--- src/rtl/rc6_pkg.sv ---
// ----------------------------------------------------------------------------
// rc6_pkg
// Shared constants, payload types and controller command struct.
// ----------------------------------------------------------------------------
`default_nettype none

package rc6_pkg;

  localparam int unsigned ROUNDS      = 20;
  localparam int unsigned KEY_WORDS   = 8;
  localparam int unsigned TABLE_SIZE  = 2 * ROUNDS + 4;
  localparam int unsigned MIX_STEPS   = 3 * TABLE_SIZE;
  localparam int unsigned KEY_ADDR_W  = $clog2(TABLE_SIZE);
  localparam int unsigned PAIR_W      = $clog2(ROUNDS + 2);
  localparam int unsigned SCHED_CNT_W = $clog2(MIX_STEPS);
  localparam int unsigned KW_IDX_W    = $clog2(KEY_WORDS);

  localparam logic [31:0] SCHED_P = 32'hb7e15163;
  localparam logic [31:0] SCHED_Q = 32'h9e3779b9;

  // Register file: index taken from the 8-byte slot bit of paddr
  localparam int unsigned APB_AW = 4;
  localparam int unsigned APB_DW = 64;
  localparam logic REG_KEY  = 1'b0;
  localparam logic REG_MODE = 1'b1;

  typedef logic [KEY_WORDS-1:0][7:0] key_bytes_t;

  typedef struct packed {
    logic [31:0] in_word0;
    logic [31:0] in_word1;
    logic [31:0] in_word2;
    logic [31:0] in_word3;
  } in_block_t;

  typedef struct packed {
    logic [31:0] out_word0;
    logic [31:0] out_word1;
    logic [31:0] out_word2;
    logic [31:0] out_word3;
  } out_block_t;

  typedef enum logic [1:0] {
    STEP_PRE,
    STEP_ROUND,
    STEP_POST
  } step_kind_e;

  typedef struct packed {
    // key schedule
    logic                  sched_en;
    logic                  sched_first;
    logic                  use_init;
    logic                  use_key;
    logic [KW_IDX_W-1:0]   kw_idx;
    logic [KEY_ADDR_W-1:0] wr_addr;
    logic [KEY_ADDR_W-1:0] sched_rd_addr;
    // block processing
    logic                  load;
    logic                  run_en;
    logic                  decrypt;
    step_kind_e            step;
    logic [PAIR_W-1:0]     rd_pair;
  } dp_cmd_t;

endpackage

`default_nettype wire

--- src/rtl/rc6_ctrl.sv ---
// ----------------------------------------------------------------------------
// rc6_ctrl
// Sequencer for key expansion and the per-block round steps.
// ----------------------------------------------------------------------------
`default_nettype none

module rc6_ctrl (
  input  wire logic            clk_i,
  input  wire logic            rst_ni,
  input  wire logic            start_i,
  input  wire logic            key_wr_i,
  input  wire logic            cfg_mode_i,
  output rc6_pkg::dp_cmd_t     cmd_o,
  output logic                 busy_o,
  output logic                 done_o
);

  typedef enum logic [1:0] {
    S_SCHED,
    S_IDLE,
    S_RUN,
    S_DONE
  } state_e;

  localparam logic [rc6_pkg::PAIR_W-1:0] PAIR_LAST = rc6_pkg::PAIR_W'(rc6_pkg::ROUNDS + 1);
  localparam logic [rc6_pkg::SCHED_CNT_W-1:0] K_LAST =
    rc6_pkg::SCHED_CNT_W'(rc6_pkg::MIX_STEPS - 1);
  localparam logic [rc6_pkg::KEY_ADDR_W-1:0] I_LAST =
    rc6_pkg::KEY_ADDR_W'(rc6_pkg::TABLE_SIZE - 1);

  state_e                         state_q;
  logic [rc6_pkg::SCHED_CNT_W-1:0] k_q;
  logic [rc6_pkg::KEY_ADDR_W-1:0]  i_q;
  logic [rc6_pkg::PAIR_W-1:0]      step_q;
  logic                           mode_q;

  logic                           accept;
  logic [rc6_pkg::KEY_ADDR_W-1:0]  i_next;
  logic [rc6_pkg::PAIR_W-1:0]      step_next;
  logic [rc6_pkg::PAIR_W-1:0]      idle_pair;

  assign busy_o    = (state_q == S_SCHED) || (state_q == S_RUN);
  assign done_o    = (state_q == S_DONE);
  assign accept    = start_i && !busy_o && !key_wr_i;
  assign i_next    = (i_q == I_LAST) ? '0 : i_q + rc6_pkg::KEY_ADDR_W'(1);
  assign step_next = step_q + rc6_pkg::PAIR_W'(1);
  assign idle_pair = cfg_mode_i ? PAIR_LAST : '0;

  always_comb begin
    cmd_o               = '0;
    cmd_o.step          = rc6_pkg::STEP_ROUND;
    cmd_o.kw_idx        = k_q[rc6_pkg::KW_IDX_W-1:0];
    cmd_o.wr_addr       = i_q;
    cmd_o.sched_rd_addr = i_next;
    cmd_o.sched_first   = (k_q == '0);
    cmd_o.use_init      = (k_q < rc6_pkg::SCHED_CNT_W'(rc6_pkg::TABLE_SIZE));
    cmd_o.use_key       = (k_q < rc6_pkg::SCHED_CNT_W'(rc6_pkg::KEY_WORDS));
    cmd_o.decrypt       = mode_q;
    cmd_o.rd_pair       = idle_pair;
    unique case (state_q)
      S_SCHED: begin
        cmd_o.sched_en = 1'b1;
      end
      S_IDLE, S_DONE: begin
        cmd_o.load = accept;
      end
      S_RUN: begin
        cmd_o.run_en = 1'b1;
        if (step_q == '0) begin
          cmd_o.step = rc6_pkg::STEP_PRE;
        end else if (step_q == PAIR_LAST) begin
          cmd_o.step = rc6_pkg::STEP_POST;
        end
        // Prefetch the key pair of the following step
        if (step_q == PAIR_LAST) begin
          cmd_o.rd_pair = idle_pair;
        end else begin
          cmd_o.rd_pair = mode_q ? PAIR_LAST - step_next : step_next;
        end
      end
      default: ;
    endcase
  end

  always_ff @(posedge clk_i or negedge rst_ni) begin
    if (!rst_ni) begin
      state_q <= S_SCHED;
      k_q     <= '0;
      i_q     <= '0;
      step_q  <= '0;
      mode_q  <= 1'b0;
    end else if (key_wr_i) begin
      state_q <= S_SCHED;
      k_q     <= '0;
      i_q     <= '0;
    end else begin
      unique case (state_q)
        S_SCHED: begin
          if (k_q == K_LAST) begin
            state_q <= S_IDLE;
          end else begin
            k_q <= k_q + rc6_pkg::SCHED_CNT_W'(1);
            i_q <= i_next;
          end
        end
        S_IDLE, S_DONE: begin
          if (accept) begin
            state_q <= S_RUN;
            step_q  <= '0;
            mode_q  <= cfg_mode_i;
          end else begin
            state_q <= S_IDLE;
          end
        end
        S_RUN: begin
          if (step_q == PAIR_LAST) begin
            state_q <= S_DONE;
          end else begin
            step_q <= step_next;
          end
        end
        default: state_q <= S_IDLE;
      endcase
    end
  end

endmodule

`default_nettype wire

--- config.mk ---
export PLATFORM = sky130hd
export DESIGN_NAME = rc6_ctrl
export DESIGN_NICKNAME = d
export VERILOG_FILES = /design/src/rtl/rc6_pkg.sv /design/src/rtl/rc6_ctrl.sv
export SDC_FILE = /design/constraint.sdc
export NUM_CORES = 1
export LEC_CHECK = 0
export BUFFER_PORTS_ARGS = -buffer_cell sky130_fd_sc_hd__buf_2
export CAP_MARGIN = 20
export CORE_MARGIN = 5
export CORE_UTILIZATION = 50
export DETAILED_ROUTE_END_ITERATION = 10
export GPL_TIMING_DRIVEN = 0
export PLACE_DENSITY = 0.75
export SLEW_MARGIN = 20
export SYNTH_ARGS = -nofsm -noshare
export SYNTH_HDL_FRONTEND = slang
export SYNTH_SLANG_ARGS = --single-unit
--- constraint.sdc ---
create_clock -name clk_i -period 1.8 [get_ports clk_i]
set_clock_uncertainty 0.15 [all_clocks]
set_input_delay 0 -clock clk_i [delete_from_list [all_inputs] [get_ports clk_i]]
set_output_delay 0 -clock clk_i [all_outputs]
set_load 0.05 [all_outputs]
Yosys cells after proc, flatten, opt, wreduce, memory -nomap -nowiden. Cells that the tools add are included.

$add $sub $neg: 4. $mul: 0. Div/mod/pow operators: 0. Order comparisons: 2. Equality and inequality tests: 11. Shifts and indexed selects: 0. Multiplexer cells: 24. Bitwise logic cells: 1. Reductions and logical operators: 15.

Operators with widths (number): 2-to-1 mux 5 bit (5); 2-to-1 mux 6 bit (4); 2-to-1 mux 8 bit (3); 2-to-1 mux 2 bit (6); one-hot mux 5 bit (2 select lines) (1); adder 8 x 1 -> 8 bit, second input constant (1); equality test 8 bit, second input constant (1); zero test 8 bit (1); less-than comparator 8 x 4 -> 1 bit, second input constant (1); less-than comparator 8 x 6 -> 1 bit, second input constant (1); 2-to-1 mux 7 bit (1); adder 6 x 1 -> 6 bit, second input constant (1); equality test 6 bit, second input constant (1); != test 2 bit, second input constant (3); != test 3 x 2 -> 1 bit, second input constant (2); one-hot mux 2 bit (3 select lines) (1); adder 5 x 1 -> 5 bit, second input constant (1); equality test 5 bit, second input constant (1); zero test 5 bit (1); subtractor 5 bit, first input constant (1); equality test 2 bit, second input constant (2); AND reduction 2 bit (2); AND reduction 4 bit (1); nonzero test 2 bit (2); 9 further kinds (13).

Flip-flop bits (word level): 22. Latch bits: 0. RAM bits: 0. Memory bits (read-only): 0. Input bits: 5. Output and inout port bits: 31. Word-level logic and storage cells: 62. Memories kept: 0.

Longest topological paths before layout. Gate-level depths: netlist of run 1.

Word-level depth: 8. Mapped depth: 6. Mapped depth without buffers: 6.

Least setup slack after synthesis of run 1. Ideal clock, no wire load.

Kind: register -> output. Start: register k_q[5] in the netlist's numbering. End: output cmd_o[27] in the netlist's numbering. Arrival: 2619 ps. Data required time: 1650 ps. Path slack: -969 ps. Stages on the path, launching flop included: 4. Path buffers: 0. Path through: dfrtp_1 -> nor3_4 -> nor3b_1 -> and3b_1.

RTL lines: from (decl) (line rc6_ctrl.sv:32) `logic [rc6_pkg::SCHED_CNT_W-1:0] k_q;`; from (signal assigned) (line rc6_ctrl.sv:102) `k_q <= k_q + rc6_pkg::SCHED_CNT_W'(1);`; to (decl) (line rc6_ctrl.sv:13) `output rc6_pkg::dp_cmd_t cmd_o,`.

==> impl_metrics.tcl, run 1 <==
set metrics [dict create \
    min_path_type "in -> async" \
    cts_sinks 22 \
    period_needed_ns 2.11 \
    die_width_um 64.3 \
    peakVddDrop_v 0.000733 \
    arrival_ns 1.96 \
    grt_max_degree 23 \
    area_growth_pct 49.5 \
    synth-seq-cells 22 \
    stdcell_area_um2 2200 \
    setup_viol 10 \
    wire_per_inst_um 17.0 \
    hpwl_um 2570 \
    boundaryPins 36 \
    numCtsBuffers 3 \
    grt_pass1_wl_um 6330 \
    final_cell_mix "buf_4, buf_2, nor2_1" \
    grt_remaining_overflow 0 \
    grt_setup_unrepaired "yes" \
    grt_pass1_vias 1394 \
    worstSkewPairLatency_ns 0.32 \
    cp-end-kind "primary output" \
    synthAdderAreaFrac_pct 5.94 \
    slowest_delay_ns 0.47 \
    routed_wl_um 4200 \
    violations "negative setup slack" \
    fp.coreArea_um2 2780 \
    synth_mux_area_share_pct 3.57 \
    critPathSlowestCell "dfrtp_2" \
    report.final.slew_viol_count 0 \
    ys_seq_area_share_pct 37.4 \
    n_antenna_cell 0 \
    ant_nets 0 \
    clk_pin_slew_worst_paths_ns 0.13 \
    synth_flop_cell "dfrtp_1" \
    nets 229 \
    period_share_pct 117 \
    p_leak_nw 1.01 \
    layout_setup_ws_ns -0.314 \
    met2_usage_pct 31.7 \
    final_hold_viol_count 0 \
    gp_congestion 0.821 \
    first_pass_iters 4 \
    path_max_fanout 4 \
    yosysWarnings 0 \
    slew-limit-headroom_pct 66.9 \
    fmax_mhz 473 \
    initial_core_util_pct 53.0 \
    syn-num-nets 166 \
    htree_levels 1 \
    via_count 1392 \
    clock-root-buffer "clkbuf_4" \
    p_per_area_nw_per_um2 567 \
    drive_gt1_share_pct 51.9 \
    synthArstFlopShare_pct 100 \
    antenna_found_initial 0 \
    yosys.area_share.simple_pct 22.4 \
    vias_per_cell 5.64 \
    cap_violations 0 \
    cp_cell_sequence "inv_4 -> ha_4 -> nand4b_1 -> nand2_2 -> a311o_1 -> o211ai_1 -> buf_4" \
    outcome "complete, but fails checks" \
    r2r_slack_ns -0.06 \
    syn_area_per_cell_um2 9.57 \
    drt_iter0_markers 77 \
    io_buffer_count 34 \
    hold_slack_ns 0.0139 \
    synthCells 154 \
    cts_tree "built" \
    cts_buffer_depth 2 \
    synthesis.area_um2 1470 \
    synth_xor_area_share_pct 11.2 \
    dieArea_um2 4130 \
    synth_top_family_by_area "simple AND/OR/NAND/NOR gates" \
    row_count 19 \
    place_area_um2 1780 \
    die_y_um 64.3 \
    synth_compound_area_share_pct 13.4 \
    required_ns 1.65 \
    path_class "reg -> out" \
    drc 0 \
    layout_commonest_cell "buf_4" \
    gr-max-usage-layer "met2" \
    synth_edf_count 0 \
    tightestPinTransition_ns 0.496 \
    use_met3_pct 4.20 \
    met1_usage_pct 23.5 \
    cp-start-kind "flop" \
    synth.distinct_cells 44 \
    grt_usage_pct 18.9 \
]
-- routing by layer --
layer | vias to the layer above | share of wire, %
li1 | 657 | -
met1 | 687 | 42
met2 | 36 | 51
met3 | 12 | 4.5
met4 | 0 | 2.6
met5 | - | 0
-- metrics by stage --
| step | total power [mW] | setup slack [ns] | instances | setup TNS (ns) | utilization (%) |
|---|---|---|---|---|---|
| finish | 1.25 | -0.314 | 247 | -1.58 | 79.2 |
| global route | 1.31 | -0.415 | 247 | -2.74 | 79.2 |
| CTS | 1.21 | -0.299 | 238 | -1.12 | 74.0 |
| detailed placement | 0.883 | -0.218 | 219 | -0.585 | 64.1 |
| global placement | 0.869 | -0.148 | 219 | -0.366 | 64.1 |
| floorplan | 0.810 | -0.175 | 154 | -0.945 | - |
-- worst max-delay path, delay by kind of cell (launching register included) --
kind	cells	cell delay, ns
and+or+nand+nor	2	0.30
DFF	1	0.47
adders and majority gates	1	0.16
AOI/OAI and AO/OA	2	0.43
buffers and inverters	2	0.30
-- state kept, by name, indices dropped and copies added, names as in the netlist --
signal / cells
k_q: 8
step_q: 5
mode_q: 1
state_q: 2
i_q: 6
-- area by class of cell --
cell class / count / area [um2]
Multi-Input combinational cell: 115 / 1030
Fill cell: 187 / 578
Sequential cell: 22 / 561
Timing Repair Buffer: 58 / 437
Buffer: 8 / 56.3
Inverter: 9 / 40.0
Tap cell: 31 / 38.8
Clock buffer: 4 / 36.3
-- cell usage after synthesis (2+ instances only) --
cell type  instances  share of area (%)
inv_1              9                2.3
and2_1             2               0.85
o21ai_0            6                2.0
xor2_1             7                4.2
a21oi_1            2               0.68
dfrtp_1           22                 37
nand3_1            7                2.4
nor2_1            20                5.1
a21o_1             2                1.0
mux2_2             2                1.5
nor3_1             3                1.0
a211oi_2           2                1.7
buf_4              5                2.5
ha_1               7                5.9
nand4_1            4                1.7
mux2i_1            3                2.0
nand2_1           12                3.1
nor3b_1            2                1.0
clkbuf_1           2               0.51
and3_1             2               0.85
xnor2_1           10                5.9
-- power breakdown --
part	total, mW	switching, mW	internal [mW]
clock network	0.288	0.164	0.124
logic	0.390	0.237	0.152
registers	0.572	0.0519	0.520
-- cells by family after synthesis --
group,Yosys count
multiplexers,5
buffers and inverters,17
flip-flops,22
AO/OA/AOI/OAI,23
AND/OR/NAND/NOR,62
XOR/XNOR,18
adder cells (fa/ha/maj),7
-- path summary, 6_finish.rpt --
kind                             from        end  depth (start not counted)
setup / recovery            step_q[1]   cmd_o[4]                          7
hold / removal                 rst_ni     i_q[2]                          2
setup reg to reg            step_q[1]  step_q[1]                          7
hold reg to reg                i_q[1]     i_q[1]                          2
max in group asynchronous      rst_ni  step_q[1]                          2
min in group clk_i         cfg_mode_i     mode_q                          3
-- repair_timing --
| action | in CTS | in global routing |
|---|---|---|
| hold endpoints to repair | 28 | 0 |
| buffers inserted | 10 | 11 |
| endpoints found under the setup margin | 14 | 22 |
| hold buffers | 5 | 0 |
| pin swaps | 8 | 12 |
| resized for setup | 30 | 25 |
(Power assumes the default switching activity.)
==> inputs of run 2 (changes only) <==
Settings changed: CTS_BUF_LIST from default to sky130_fd_sc_hd__clkbuf_4 sky130_fd_sc_hd__clkbuf_8, SETUP_SLACK_MARGIN from default to 0.5.
==> run 2 against run 1 <==
The run now fails in global routing; synthesized cell count did not move; synthesized area did not move.
==> impl_metrics.tcl, run 2 <==
set metrics [dict create \
    outcome "did not finish" \
    flow.stopped_at "global routing" \
    stop_error "[ERROR DPL-0038] Utilization greater than 100%, impossible to legalize" \
    htree_levels 1 \
    synth_flop_cell "dfrtp_1" \
    synthCells 154 \
    yosysTopAreaCell "dfrtp_1" \
    initial_core_util_pct 53.0 \
    synth.distinct_cells 44 \
    boundaryPins 36 \
    die_width_um 64.3 \
    worstEpCategory "top-level output" \
    die_y_um 64.3 \
    ys_seq_area_share_pct 37.4 \
    io_buffer_count 34 \
    cts_sinks 22 \
    row_count 19 \
    synth_top_area_share_pct 37.4 \
    synth_area_leaders "dfrtp_1, ha_1, xnor2_1, nor2_1, xor2_1" \
    grt_max_degree 23 \
    crit_endpoint "cmd_o[4]" \
    syn_area_per_cell_um2 9.57 \
    syn-num-nets 166 \
    synthesis.area_um2 1470 \
    synth-seq-cells 22 \
    numCtsBuffers 3 \
    clock-root-buffer "clkbuf_4" \
    cts_buffer_depth 2 \
    synthTopCellsByCount "dfrtp_1, nor2_1, nand2_1" \
    synth_edf_count 0 \
    hpwl_um 2550 \
    gp_congestion 0.862 \
    yosysWarnings 0 \
    synth.most_common_cell "dfrtp_1" \
    synthArstFlopShare_pct 100 \
]
[run 2: cell counts after synthesis]
No cell type changed its count.
[run 2: logic make-up after synthesis]
| family | Yosys count | synth area share [%] |
|---|---|---|
| AO/OA/AOI/OAI | 23 | 13.4 |
| XOR/XNOR | 18 | 11.2 |
| adder cells (fa/ha/maj) | 7 | 5.94 |
| flip-flops | 22 | 37.4 |
| buffers and inverters | 17 | 6.11 |
| AND/OR/NAND/NOR | 62 | 22.4 |
| multiplexers | 5 | 3.57 |
[run 2: timing repair]
action	4_1_cts
pin swaps	28
hold buffers	7
endpoints found under the hold margin	27
resized for setup	113
endpoints found under the setup margin	44
setup buffers	30
[run 2: metrics by stage]
stage	setup slack (ns)	std cells	util, %	TNS (ns)	instance area (um2)
CTS	-0.245	260	96.2	-1.04	2680
global placement	-0.168	219	68.7	-0.446	1910
detailed placement	-0.232	219	68.7	-0.611	1910
floorplan	-0.174	154	-	-0.502	1700
==> inputs of run 3 (changes only) <==
Settings changed: CORE_UTILIZATION 50 to 35, CTS_BUF_LIST sky130_fd_sc_hd__clkbuf_4 sky130_fd_sc_hd__clkbuf_8 to default, PLACE_DENSITY 0.75 to default, PLACE_DENSITY_LB_ADDON from default to 0.15, SETUP_SLACK_MARGIN 0.5 to default.
==> run 3 against run 2 <==
The flow now finishes, with violations (negative setup slack).
==> impl_metrics.tcl, run 3 (synthesized netlist as in run 1, its figures left out) <==
set metrics [dict create \
    final_hold_viol_count 0 \
    setup_viol 7 \
    place_area_um2 1810 \
    boundaryPins 36 \
    largest_reg_flops 8 \
    routed_wl_um 3790 \
    report.final.slew_viol_count 0 \
    outcome "complete, but fails checks" \
    n_antenna_cell 0 \
    die_y_um 74.9 \
    layout_commonest_cell "buf_2" \
    cts_sinks 22 \
    initial_core_util_pct 36.6 \
    clock-root-buffer "clkbuf_8" \
    grt_max_degree 23 \
    min_path_type "in -> async" \
    seq_power_share_pct 43.0 \
    r2r-start "step_q[1]" \
    slew-limit-headroom_pct 64.6 \
    drive_gt1_share_pct 49.0 \
    power_frac_comb_pct 29.6 \
    swShare_pct 34.9 \
    reg_top3 "k_q (8), i_q (6), step_q (5)" \
    peakVddDrop_v 0.000378 \
    required_ns 1.65 \
    cap_violations 0 \
    wire_per_inst_um 14.7 \
    hold_slack_ns 0.0914 \
    htree_levels 1 \
    die_width_um 74.9 \
    intPower_mw 0.862 \
    antenna_found_initial 0 \
    tightestPinTransition_ns 0.530 \
    final_cell_mix "buf_2, buf_4, dfrtp_1" \
    period_needed_ns 2.04 \
    vias_per_cell 5.04 \
    drc 0 \
    stdcell_area_um2 2180 \
    worstSkewPairLatency_ns 0.26 \
    first_pass_iters 3 \
    numCtsBuffers 3 \
    dieArea_um2 5610 \
    violations "negative setup slack" \
    path_max_fanout 3 \
    arrival_ns 1.89 \
    period_share_pct 113 \
    gp_congestion 0.807 \
    grt_remaining_overflow 0 \
    row_count 23 \
    dp_cells 238 \
    clockPowerShare_pct 27.4 \
    path_class "reg -> out" \
    cp-end-kind "primary output" \
    cts_buffer_depth 2 \
    cts_tree "built" \
    drt_iter0_markers 38 \
    p_per_area_nw_per_um2 606 \
    final_cells 258 \
    via_count 1300 \
    nets 221 \
    area_growth_pct 48.1 \
    p_leak_nw 0.996 \
    r2r_cells 7 \
    final_util_pct 54.2 \
    fp.coreArea_um2 4030 \
    crit_path_start "step_q[1]" \
    grt_pass1_vias 1244 \
    ant_nets 0 \
    top_register "k_q" \
    io_buffer_count 34 \
    cp-start-kind "flop" \
    hpwl_um 2710 \
    grt_usage_pct 13.7 \
    fmax_mhz 491 \
    p_sw_mw 0.462 \
    grt_pass1_wl_um 5850 \
    clk_pin_slew_worst_paths_ns 0.08 \
    grt_setup_unrepaired "yes" \
    layout_setup_ws_ns -0.238 \
]
## run 3: through the flow
step                      power, mW  setup WS [ns]  setup TNS [ns]
final                          1.32         -0.238          -0.738
after CTS                      1.30         -0.198          -0.488
after global placement        0.873         -0.172          -0.421
after global routing           1.39         -0.341           -1.46
after detailed placement      0.885         -0.214          -0.587
after floorplan               0.810         -0.175          -0.945
## run 3: final cells by class
type	instances	area [um2]
fillers	377	1850
flip-flops and latches	22	557
inverters	9	37.5
clock buffers	4	55.1
plain buffers	8	56.3
well taps	50	62.6
multi-input cells	115	1060
repair buffers	50	350
## run 3: power groups by stage
| stage | logic, mW | clock network [mW] | registers [mW] |
|---|---|---|---|
| 2_1_floorplan | 0.226 | 0 | 0.583 |
| 3_3_place_gp | 0.302 | 0 | 0.571 |
| 3_5_place_dp | 0.312 | 0 | 0.573 |
| 4_1_cts | 0.358 | 0.383 | 0.563 |
| 5_1_grt | 0.424 | 0.393 | 0.576 |
| 6_report | 0.392 | 0.363 | 0.569 |
## run 3: worst max-delay path, cell delays in order (launching register included)
cell and delay (ns):
dfrtp_1 0.43, inv_2 0.09, ha_4 0.16, nand4b_1 0.18, nand2_4 0.08, a311o_1 0.34, o211ai_1 0.11, buf_4 0.23
## run 3: layer usage
metal | vias to the layer above | GRT usage (%) | wire length, um
li1 | 637 | - | -
met5 | - | 0 | 0
met1 | 622 | 16.4 | 1580
met3 | 10 | 1.87 | 153
met2 | 31 | 24.5 | 1980
met4 | 0 | 5.93 | 79
## run 3: path summary, 6_finish.rpt
kind | slack (ns) | to
worst max-delay path | -0.24 | cmd_o[4]
worst min-delay path | 0.09 | k_q[7]
worst max register to register | -0.03 | step_q[2]
worst min register to register | 0.41 | step_q[4]
max in group asynchronous | 1.02 | step_q[0]
min in group clk_i | 0.41 | mode_q
## run 3: what timing repair did
action	CTS	global route
setup endpoints to repair	10	18
cloned	0	0
hold buffers	4	0
resized for setup	26	19
pin swaps	8	13
setup buffers	8	6
hold endpoints to repair	26	0
